## config.mk

```make
export PLATFORM = sky130hd
export DESIGN_NAME = lru_order_queue
export DESIGN_NICKNAME = d
export VERILOG_FILES = /design/src/rtl/loq_pkg.sv /design/src/rtl/lru_order_queue.sv
export SDC_FILE = /design/constraint.sdc
export NUM_CORES = 1
export LEC_CHECK = 0
export ABC_AREA = 1
export BUFFER_PORTS_ARGS = -buffer_cell sky130_fd_sc_hd__buf_2
export CAP_MARGIN = 5
export CORE_MARGIN = 5
export CORE_UTILIZATION = 56
export DETAILED_ROUTE_END_ITERATION = 7
export GPL_TIMING_DRIVEN = 0
export HOLD_SLACK_MARGIN = 0.1
export PLACE_DENSITY = 0.83
export SYNTH_ARGS = -nofsm -noshare
export SYNTH_HDL_FRONTEND = slang
export SYNTH_SLANG_ARGS = --single-unit
```

## constraint.sdc

```tcl
create_clock -name clk_i -period 2.6 [get_ports clk_i]
set_input_delay 0.39 -clock clk_i [delete_from_list [all_inputs] [get_ports clk_i]]
set_output_delay 0.39 -clock clk_i [all_outputs]
set_load 0.05 [all_outputs]
```

## src/rtl/loq_pkg.sv

```systemverilog
// shared request and status codes for the lru order queue
`default_nettype none

package loq_pkg;

  localparam int unsigned CAP_W   = 5;
  localparam int unsigned COUNT_W = 5;

  localparam logic [1:0] REQ_ENQ  = 2'd0;
  localparam logic [1:0] REQ_DEQ  = 2'd1;
  localparam logic [1:0] REQ_PEEK = 2'd2;

  localparam logic [1:0] STAT_OK    = 2'd0;
  localparam logic [1:0] STAT_FULL  = 2'd1;
  localparam logic [1:0] STAT_EMPTY = 2'd2;

  localparam logic [CAP_W-1:0] CAP_RESET = 5'd16;

endpackage

`default_nettype wire

```

## src/rtl/lru_order_queue.sv

```systemverilog
// lru order queue: packed list of ids with move-to-most-recent, walked by one sweep engine
//
// usage
//   a request transaction is taken at a rising edge with start_i high and busy_o low;
//   req_type_i selects enqueue, dequeue or peek (code three behaves as peek) and
//   proc_id_i carries the id for an enqueue
//   each request gives exactly one result: done_o is high for one cycle with
//   status_o, head_id_o and entry_count_o valid in that cycle; the receiver has
//   no way to stall, and those three outputs hold until the next result replaces them
//   capacity is written through cfg_we_i / cfg_wdata_i by the user only while idle, which
//   the block does not check; values above DEPTH act as DEPTH, zero rejects every enqueue
// timing
//   a full enqueue or an empty dequeue/peek answers from the count alone: done_o
//   rises in the cycle after the request and busy_o never goes high
//   otherwise the list lives in a one-read one-write memory and a sweep reads one
//   entry per cycle: enqueue and dequeue walk the held entries, peek reads only the head,
//   an enqueue into an empty list only writes the new id; the read port sets the pace
//   busy_o stays high until the strobe cycle, where a new request may already start
// reset
//   rst_ni clears the count to empty and the capacity to 16; the memory itself is
//   not cleared, entries at or above the count are never read
`default_nettype none

module lru_order_queue #(
  parameter int unsigned DEPTH    = 16,
  parameter int unsigned ID_WIDTH = 16
) (
  input  wire logic                       clk_i,
  input  wire logic                       rst_ni,
  input  wire logic                       start_i,
  output      logic                       busy_o,
  input  wire logic [1:0]                 req_type_i,
  input  wire logic [ID_WIDTH-1:0]        proc_id_i,
  input  wire logic                       cfg_we_i,
  input  wire logic [loq_pkg::CAP_W-1:0]  cfg_wdata_i,
  output      logic                       done_o,
  output      logic [1:0]                 status_o,
  output      logic [ID_WIDTH-1:0]        head_id_o,
  output      logic [loq_pkg::COUNT_W-1:0] entry_count_o
);

  localparam int unsigned AW = (DEPTH > 1) ? $clog2(DEPTH) : 1;
  localparam int unsigned CW = $clog2(DEPTH + 1);

  typedef enum logic {
    ST_IDLE,
    ST_SWEEP
  } state_e;

  // list storage, entry 0 is the oldest
  logic [ID_WIDTH-1:0] mem_q [DEPTH];
  logic [ID_WIDTH-1:0] rd_data_q;
  logic [AW-1:0]       mem_raddr;
  logic [AW-1:0]       mem_waddr;
  logic [ID_WIDTH-1:0] mem_wdata;
  logic                mem_we;

  state_e                      state_q, state_d;
  logic [CW-1:0]               cnt_q, cnt_d;
  logic [loq_pkg::CAP_W-1:0]   cap_q, cap_d;
  logic [1:0]                  op_q, op_d;
  logic [ID_WIDTH-1:0]         id_q, id_d;
  logic [CW-1:0]               rd_idx_q, rd_idx_d;
  logic [CW-1:0]               wr_idx_q, wr_idx_d;
  logic [CW-1:0]               end_q, end_d;
  logic                        pend_q, pend_d;
  logic                        first_q, first_d;
  logic [ID_WIDTH-1:0]         head_q, head_d;
  logic                        done_q, done_d;
  logic [1:0]                  status_q, status_d;
  logic [ID_WIDTH-1:0]         head_out_q, head_out_d;
  logic [loq_pkg::COUNT_W-1:0] count_out_q, count_out_d;

  logic is_enq;
  logic at_limit;
  logic rd_go;
  logic capture;
  logic keep;
  logic finish;

  // request accepted only when idle
  assign busy_o = (state_q != ST_IDLE);

  assign is_enq   = (op_q == loq_pkg::REQ_ENQ);
  // capacity saturates at DEPTH
  assign at_limit = (32'(cnt_q) >= 32'(cap_q)) || (32'(cnt_q) >= 32'(DEPTH));

  // sweep pipeline: read one entry per cycle, act on it the next
  assign rd_go   = (state_q == ST_SWEEP) && (rd_idx_q < end_q);
  // first entry of a dequeue or peek is the head, it is taken and not written back
  assign capture = pend_q && first_q && !is_enq;
  // enqueue drops copies of the new id, dequeue keeps everything behind the head
  assign keep    = pend_q && !capture && (!is_enq || (rd_data_q != id_q));
  assign finish  = (state_q == ST_SWEEP) && !rd_go && !pend_q;

  assign mem_raddr = rd_idx_q[AW-1:0];
  assign mem_waddr = wr_idx_q[AW-1:0];
  assign mem_wdata = keep ? rd_data_q : id_q;
  assign mem_we    = keep || (finish && is_enq);

  always_ff @(posedge clk_i) begin
    if (mem_we) begin
      mem_q[mem_waddr] <= mem_wdata;
    end
    rd_data_q <= mem_q[mem_raddr];
  end

  always_comb begin
    state_d     = state_q;
    cnt_d       = cnt_q;
    cap_d       = cap_q;
    op_d        = op_q;
    id_d        = id_q;
    rd_idx_d    = rd_idx_q;
    wr_idx_d    = wr_idx_q;
    end_d       = end_q;
    pend_d      = 1'b0;
    first_d     = first_q;
    head_d      = head_q;
    done_d      = 1'b0;
    status_d    = status_q;
    head_out_d  = head_out_q;
    count_out_d = count_out_q;

    if (cfg_we_i) begin
      cap_d = cfg_wdata_i;
    end

    case (state_q)
      ST_IDLE: begin
        if (start_i) begin
          op_d     = req_type_i;
          id_d     = proc_id_i;
          rd_idx_d = '0;
          wr_idx_d = '0;
          first_d  = 1'b1;
          head_d   = '0;
          if (req_type_i == loq_pkg::REQ_ENQ) begin
            if (at_limit) begin
              done_d      = 1'b1;
              status_d    = loq_pkg::STAT_FULL;
              head_out_d  = '0;
              count_out_d = loq_pkg::COUNT_W'(cnt_q);
            end else begin
              end_d   = cnt_q;
              state_d = ST_SWEEP;
            end
          end else if (cnt_q == '0) begin
            done_d      = 1'b1;
            status_d    = loq_pkg::STAT_EMPTY;
            head_out_d  = '0;
            count_out_d = loq_pkg::COUNT_W'(cnt_q);
          end else begin
            // peek only needs the head
            end_d   = (req_type_i == loq_pkg::REQ_DEQ) ? cnt_q : CW'(1);
            state_d = ST_SWEEP;
          end
        end
      end

      ST_SWEEP: begin
        if (rd_go) begin
          rd_idx_d = rd_idx_q + CW'(1);
          pend_d   = 1'b1;
        end
        if (pend_q) begin
          first_d = 1'b0;
        end
        if (capture) begin
          head_d = rd_data_q;
        end
        if (keep) begin
          wr_idx_d = wr_idx_q + CW'(1);
        end
        if (finish) begin
          if (is_enq) begin
            cnt_d = wr_idx_q + CW'(1);
          end else if (op_q == loq_pkg::REQ_DEQ) begin
            cnt_d = wr_idx_q;
          end
          done_d      = 1'b1;
          status_d    = loq_pkg::STAT_OK;
          head_out_d  = head_q;
          count_out_d = is_enq ? loq_pkg::COUNT_W'(wr_idx_q + CW'(1)) :
                        (op_q == loq_pkg::REQ_DEQ) ? loq_pkg::COUNT_W'(wr_idx_q) :
                        loq_pkg::COUNT_W'(cnt_q);
          state_d     = ST_IDLE;
        end
      end

      default: begin
        state_d = ST_IDLE;
      end
    endcase
  end

  always_ff @(posedge clk_i or negedge rst_ni) begin
    if (!rst_ni) begin
      state_q     <= ST_IDLE;
      cnt_q       <= '0;
      cap_q       <= loq_pkg::CAP_RESET;
      pend_q      <= 1'b0;
      first_q     <= 1'b0;
      done_q      <= 1'b0;
      op_q        <= loq_pkg::REQ_PEEK;
      id_q        <= '0;
      rd_idx_q    <= '0;
      wr_idx_q    <= '0;
      end_q       <= '0;
      head_q      <= '0;
      status_q    <= loq_pkg::STAT_OK;
      head_out_q  <= '0;
      count_out_q <= '0;
    end else begin
      state_q     <= state_d;
      cnt_q       <= cnt_d;
      cap_q       <= cap_d;
      pend_q      <= pend_d;
      first_q     <= first_d;
      done_q      <= done_d;
      op_q        <= op_d;
      id_q        <= id_d;
      rd_idx_q    <= rd_idx_d;
      wr_idx_q    <= wr_idx_d;
      end_q       <= end_d;
      head_q      <= head_d;
      status_q    <= status_d;
      head_out_q  <= head_out_d;
      count_out_q <= count_out_d;
    end
  end

  assign done_o        = done_q;
  assign status_o      = status_q;
  assign head_id_o     = head_out_q;
  assign entry_count_o = count_out_q;

endmodule

`default_nettype wire
```

[After elaboration in Yosys (flattened, before gate mapping)]
Memories as Yosys holds them, arrays and structs flattened. A register that Yosys moved wholly into a read port is not among the register bits.
Index checks and enable logic that the tools add are counted.
Cells by class
  bitwise operators: 1
  muxes and demuxes: 52
  reductions and logical operators: 26
  magnitude comparators: 3
  div/mod/pow operators: 0
  eq/ne operators: 13
  multiply operators: 0
  add/sub/neg operators: 2
  shift-type cells: 0
Operators by type and width (count)
  2-to-1 mux 16 bit: 8
  2-to-1 mux 5 bit: 14
  case mux 16 bit (2 select lines): 2
  case mux 5 bit (2 select lines): 3
  2-to-1 mux 1 bit: 16
  inequality test 16 bit: 1
  AND reduction 2 bit: 6
  adder 5 x 1 -> 5 bit (second input constant): 2
  2-to-1 mux 2 bit: 5
  logical AND 1 bit: 8
  inequality test 2 x 1 -> 1 bit (second input constant): 4
  inequality test 2 bit (second input constant): 4
  AND reduction 4 bit: 2
  inequality test 3 bit (second input constant): 2
  case mux 1 bit (2 select lines): 3
  >= comparator 5 bit: 1
  >= comparator 5 bit (second input constant): 1
  logical NOT 5 bit: 1
  less-than comparator 5 bit: 1
  == test 2 x 1 -> 1 bit (second input constant): 2
  logical NOT 1 bit: 4
  logical NOT 2 bit: 2
  case mux 2 bit (2 select lines): 1
  logical OR 1 bit: 3
  inverter 1 bit: 1
Word-level totals
  register bits: 86
  latch bits: 0
  input bits: 27
  logic and storage cells: 113
  memories kept: 1
  memory bits (read-only): 0
  output and inout port bits: 25
  RAM bits: 256
Memories
  mem_q: words 16, width 16, read ports 1, clocked after memory_dff 1, write ports 1, RTL line lru_order_queue.sv:51  | logic [ID_WIDTH-1:0] mem_q [DEPTH];

[Longest topological paths before layout]
  depth in word-level cells: 9
  mapped depth: 12
  gate-level depth less buffers: 11

[Least setup slack after synthesis]
OpenSTA, ideal clock, no wires.
  path kind: reg2reg
  start point: reg rd_idx_q[4]
  end point: mem mem_q[11][0], enable pin
  setup time: 0.388 ns
  stages on the path, launching flop included: 10
  arrival time: 2.012 ns
  clock period less this slack: 2.401 ns
  path slack: 0.199 ns
  buffers on the path: 0
  required time: 2.212 ns
  path through: dfrtp_1 -> ha_1 -> nand2_1 -> inv_1 -> o21ai_0 -> nand3_1 -> nand4_1 -> nand2_4 -> nand2_2 -> nor2_1
Between the ends
  word-level cells in the longest chain between the ends: 9
Ends and longest elaborated chain
  start: declaration: RTL line lru_order_queue.sv:63  | logic [CW-1:0] rd_idx_q, rd_idx_d;
  start signal: assignment: RTL line lru_order_queue.sv:223  | rd_idx_q <= rd_idx_d;
  less-than comparator 5 bit: RTL line lru_order_queue.sv:89  | assign rd_go = (state_q == ST_SWEEP) && (rd_idx_q < end_q);
  logical AND 1 bit: RTL line lru_order_queue.sv:89
  logical NOT 1 bit: RTL line lru_order_queue.sv:94  | assign finish = (state_q == ST_SWEEP) && !rd_go && !pend_q;
  logical AND 1 bit (2 in a row): RTL line lru_order_queue.sv:94
  logical AND 1 bit: RTL line lru_order_queue.sv:99  | assign mem_we = keep || (finish && is_enq);
  logical OR 1 bit: RTL line lru_order_queue.sv:99
  2-to-1 mux 1 bit: RTL line lru_order_queue.sv:102  | if (mem_we) begin
  2-to-1 mux 1 bit (implied by the code): RTL line lru_order_queue.sv:103  | mem_q[mem_waddr] <= mem_wdata;
  end: declaration: RTL line lru_order_queue.sv:51
Every way passes these cells.

[Worst setup path after layout]
  start point: reg rd_idx_q[4]
  end point: mem mem_q[4][10], enable pin
Same word-level chain as after synthesis.

==> run_results.csv <==
group,metric,value,unit
critical_path,rr_startpoint,"rd_idx_q[4]",
critical_path,crit_cells,9,
critical_path,r2r_setup_slack,0.10,ns
place,place_congestion,0.923,
timing,max_slew_margin,0.411,
logic_synthesis,ys_top_cells_by_area,"edfxtp_1 (52%), dfrtp_1 (14%), o21ai_0 (6.3%)",
status,status,"completed",
detailed_routing,drt_iter0_markers,1532,
timing,max_freq,400,MHz
hold_path,hold_end,"cap_q[2]",
floorplanning,ios,52,
timing,skew,0.0220,ns
clocking,clk-insertion-delay-late,0.53,ns
detailed_routing,drc,0,
detailed_routing,avgViaCountPerCell,5.99,
hold_path,hold_path_class,"input port to register",
detailed_routing,vias,10680,
logic_synthesis,synth.lib_cells_used.distinct,37,
timing,finalHoldViolCount,0,
detailed_routing,drt_pass1_iterations,8,
run,max-cap-violations,0,
finish,areaGrowthSynthToFinish,15.0,%
place,port_buffers,50,
logic_synthesis,synth_top_area_share,0.516,
logic_synthesis,async_flop_share,0.240,
clocking,root_buffer,"clkbuf_16",
global_routing,grt_pass1_wl,57700,µm
clocking,cts_buffers,36,
finish,fin_nets,1463,
logic_synthesis,yosys.area.top_type,"edfxtp_1",
logic_synthesis,synth_nets,1353,
critical_path,path_class,"register to register",
floorplanning,core,26100,µm²
floorplanning,die_area,29900,µm²
critical_path,crit_arrival,2.65,ns
logic_synthesis,postSynthCellCount,1312,
clocking,cts_sinks,358,
critical_path,cpPeakStageDelay,0.52,ns
pwr,leakage,6.57,nW
timing,tightest_slew,0.884,ns
clocking,htreeDepth,2,
hold_path,min_path_cells,3,
logic_synthesis,netlist_area,14900,µm²
place,place_worst_setup_slack,-0.417,ns
timing,min_period,2.50,ns
logic_synthesis,synth-main-ff-cell,"edfxtp_1",
finish,diodes,0,
critical_path,critPathLaunchType,"register",
critical_path,slowest_stage,"nor2_4",
timing,worst_slack,0.103,ns
timing,rsz0062_at_grt,"yes",
detailed_routing,avgRoutedWirePerCell,21.1,µm
detailed_routing,drtAntennaViolNets,0,
floorplanning,rows,59,
critical_path,required,2.75,ns
timing,fin_crit_sh,0.960,
pwr,vdd.ir_drop.worst,0.709,mV
logic_synthesis,synth_warnings,0,
critical_path,ff2ff_path_depth,9,
logic_synthesis,avgSynthCellArea,11.3,µm²
critical_path,path_buf_inv,1,
timing,hold_ws,0.105,ns
detailed_routing,wl,37600,µm
floorplanning,die_width,173,µm
pwr,power.density,1210,nW/µm²
global_routing,grt.total_usage,0.245,
floorplanning,die_y,173,µm
global_routing,antenna_found_initial,0,
logic_synthesis,synth_common_cells,"edfxtp_1 (256), nor2_1 (203), o21ai_0 (186)",
finish,drive_above_1_share,0.154,
global_routing,grt_pass1_vias,10613,
logic_synthesis,synth_edf_count,256,
critical_path,critPathTopFamily,"simple AND/OR/NAND/NOR gates",
critical_path,crit_path_end_kind,"register",
critical_path,critPathMaxFanout,16,
global_routing,grt-ovfl-total,0,
critical_path,cp_cell_sequence,"ha_1, nand2_1, inv_1, o21ai_0, nand3_1, nand4_1, nand2_4, nand2_2, nor2_4",
place,dp_cells,1708,
timing,slew_viol_final,0,
clocking,clockBufferDepth,3,
finish,instances_no_fill,1783,
logic_synthesis,synth_seq_area_share,0.683,
logic_synthesis,ys_ff_latch,358,
clocking,cts_tree,"yes",
hold_path,holdCritStartpoint,"cfg_wdata_i[2]",
timing,setup_viol,0,
place,dp_hpwl,25700,µm
clocking,path_clk_slew,0.06,ns
logic_synthesis,synth.most_common_cell,"edfxtp_1",
global_routing,grt_max_degree,68,
floorplanning,start_util,0.570,
critical_path,rr_endpoint,"mem_q[4][10]",
finish,nFillCells,1811,
==> how the worst max path moves through the flow <==
stage,start,to,slack (ns)
after CTS,rd_idx_q[4],mem_q[8][9],-0.004
after detailed placement,rd_idx_q[4],mem_q[0][10],-0.42
after floorplan,rd_idx_q[4],mem_q[11][0],0.20
final,rd_idx_q[4],mem_q[4][10],0.10
after global routing,rd_idx_q[4],mem_q[4][11],-0.04
after global placement,rd_idx_q[4],mem_q[11][8],-0.63
==> layout make-up <==
| type | instances | area (µm²) | share of cell area |
|---|---|---|---|
| Tap cell | 335 | 419 | 0.0245 |
| Clock buffer | 40 | 926 | 0.0541 |
| Inverter | 65 | 244 | 0.0142 |
| Multi-Input combinational cell | 814 | 4190 | 0.245 |
| Timing Repair Buffer | 72 | 541 | 0.0316 |
| Sequential cell | 358 | 10200 | 0.593 |
| Clock inverter | 24 | 249 | 0.0145 |
| Buffer | 75 | 398 | 0.0232 |
==> sequential cells by signal (all words and copies together), names as in the netlist <==
| name | cells |
|---|---|
| rd_data_q | 16 |
| done_o | 1 |
| busy_o | 1 |
| entry_count_o | 5 |
| head_q | 16 |
| cnt_q | 5 |
| op_q | 2 |
| id_q | 16 |
| head_id_o | 16 |
| pend_q | 1 |
| end_q | 5 |
| mem_q | 256 |
| rd_idx_q | 5 |
| status_o | 2 |
| wr_idx_q | 5 |
| cap_q | 5 |
| first_q | 1 |
==> layout by cell type, fill, tap and decap left out, types with 11 or more instances in the layout <==
cell type / instances
clkbuf_1: 39
nand2_2: 19
edfxtp_1: 256
nand2_1: 167
nand3_1: 56
o21ai_0: 186
ha_1: 14
clkbuf_16: 36
a21oi_1: 27
nand4_1: 11
nor2_1: 187
o21ai_2: 16
inv_1: 59
o22ai_1: 34
o21ai_1: 15
dfxtp_1: 16
nor2_4: 16
buf_2: 68
o211ai_1: 38
dfrtp_1: 84
==> worst min-delay path, delay by kind of cell <==
family	cells	cell delay, ns
buffers and inverters	1	0.08
AO/OA/AOI/OAI	1	0.07
AND/OR/NAND/NOR	1	0.04
==> stage by stage <==
step            util  TNS [ns]  area [µm²]  total power, mW
5_1_grt        0.655    -0.596       17100             21.6
4_1_cts        0.653   -0.0117       17100             20.5
3_3_place_gp   0.595   -122.26       15600             15.0
6_report       0.655         0       17100             20.7
3_5_place_dp   0.603    -20.47       15800             15.4
2_1_floorplan      -         0       14900             13.0
==> what timing repair did <==
item,4_1_cts,5_1_grt
pin swaps,0,1
setup endpoints to repair,117,81
hold buffers,9,0
setup buffers,0,2
gates resized for setup,10,8
endpoints found under the hold margin,27,0
==> routing by layer <==
| layer | track usage | share of wire |
|---|---|---|
| met4 | 0.105 | 0.042 |
| met5 | 0 | 0 |
| met1 | 0.303 | 0.36 |
| met3 | 0.0651 | 0.12 |
| met2 | 0.408 | 0.48 |
==> cells by family (layout without fill, tap and decap cells) <==
logic type | after synthesis | after routing | synth area share
compound gates | 317 | 317 | 0.120
simple gates | 472 | 472 | 0.136
flops | 358 | 358 | 0.683
buf+inv | 140 | 276 | 0.0431
mux | 1 | 1 | 0.000756
fa+ha+maj | 14 | 14 | 0.0118
xor+xnor | 10 | 10 | 0.00588
==> report_power, final <==
group	internal [mW]	leakage, nW	total (mW)	switching [mW]
sequential	7.85	3.59	8.33	0.480
clock	3.00	0.579	5.18	2.18
combinational	1.87	2.39	7.18	5.31
Power figures use the tool's default switching activity.
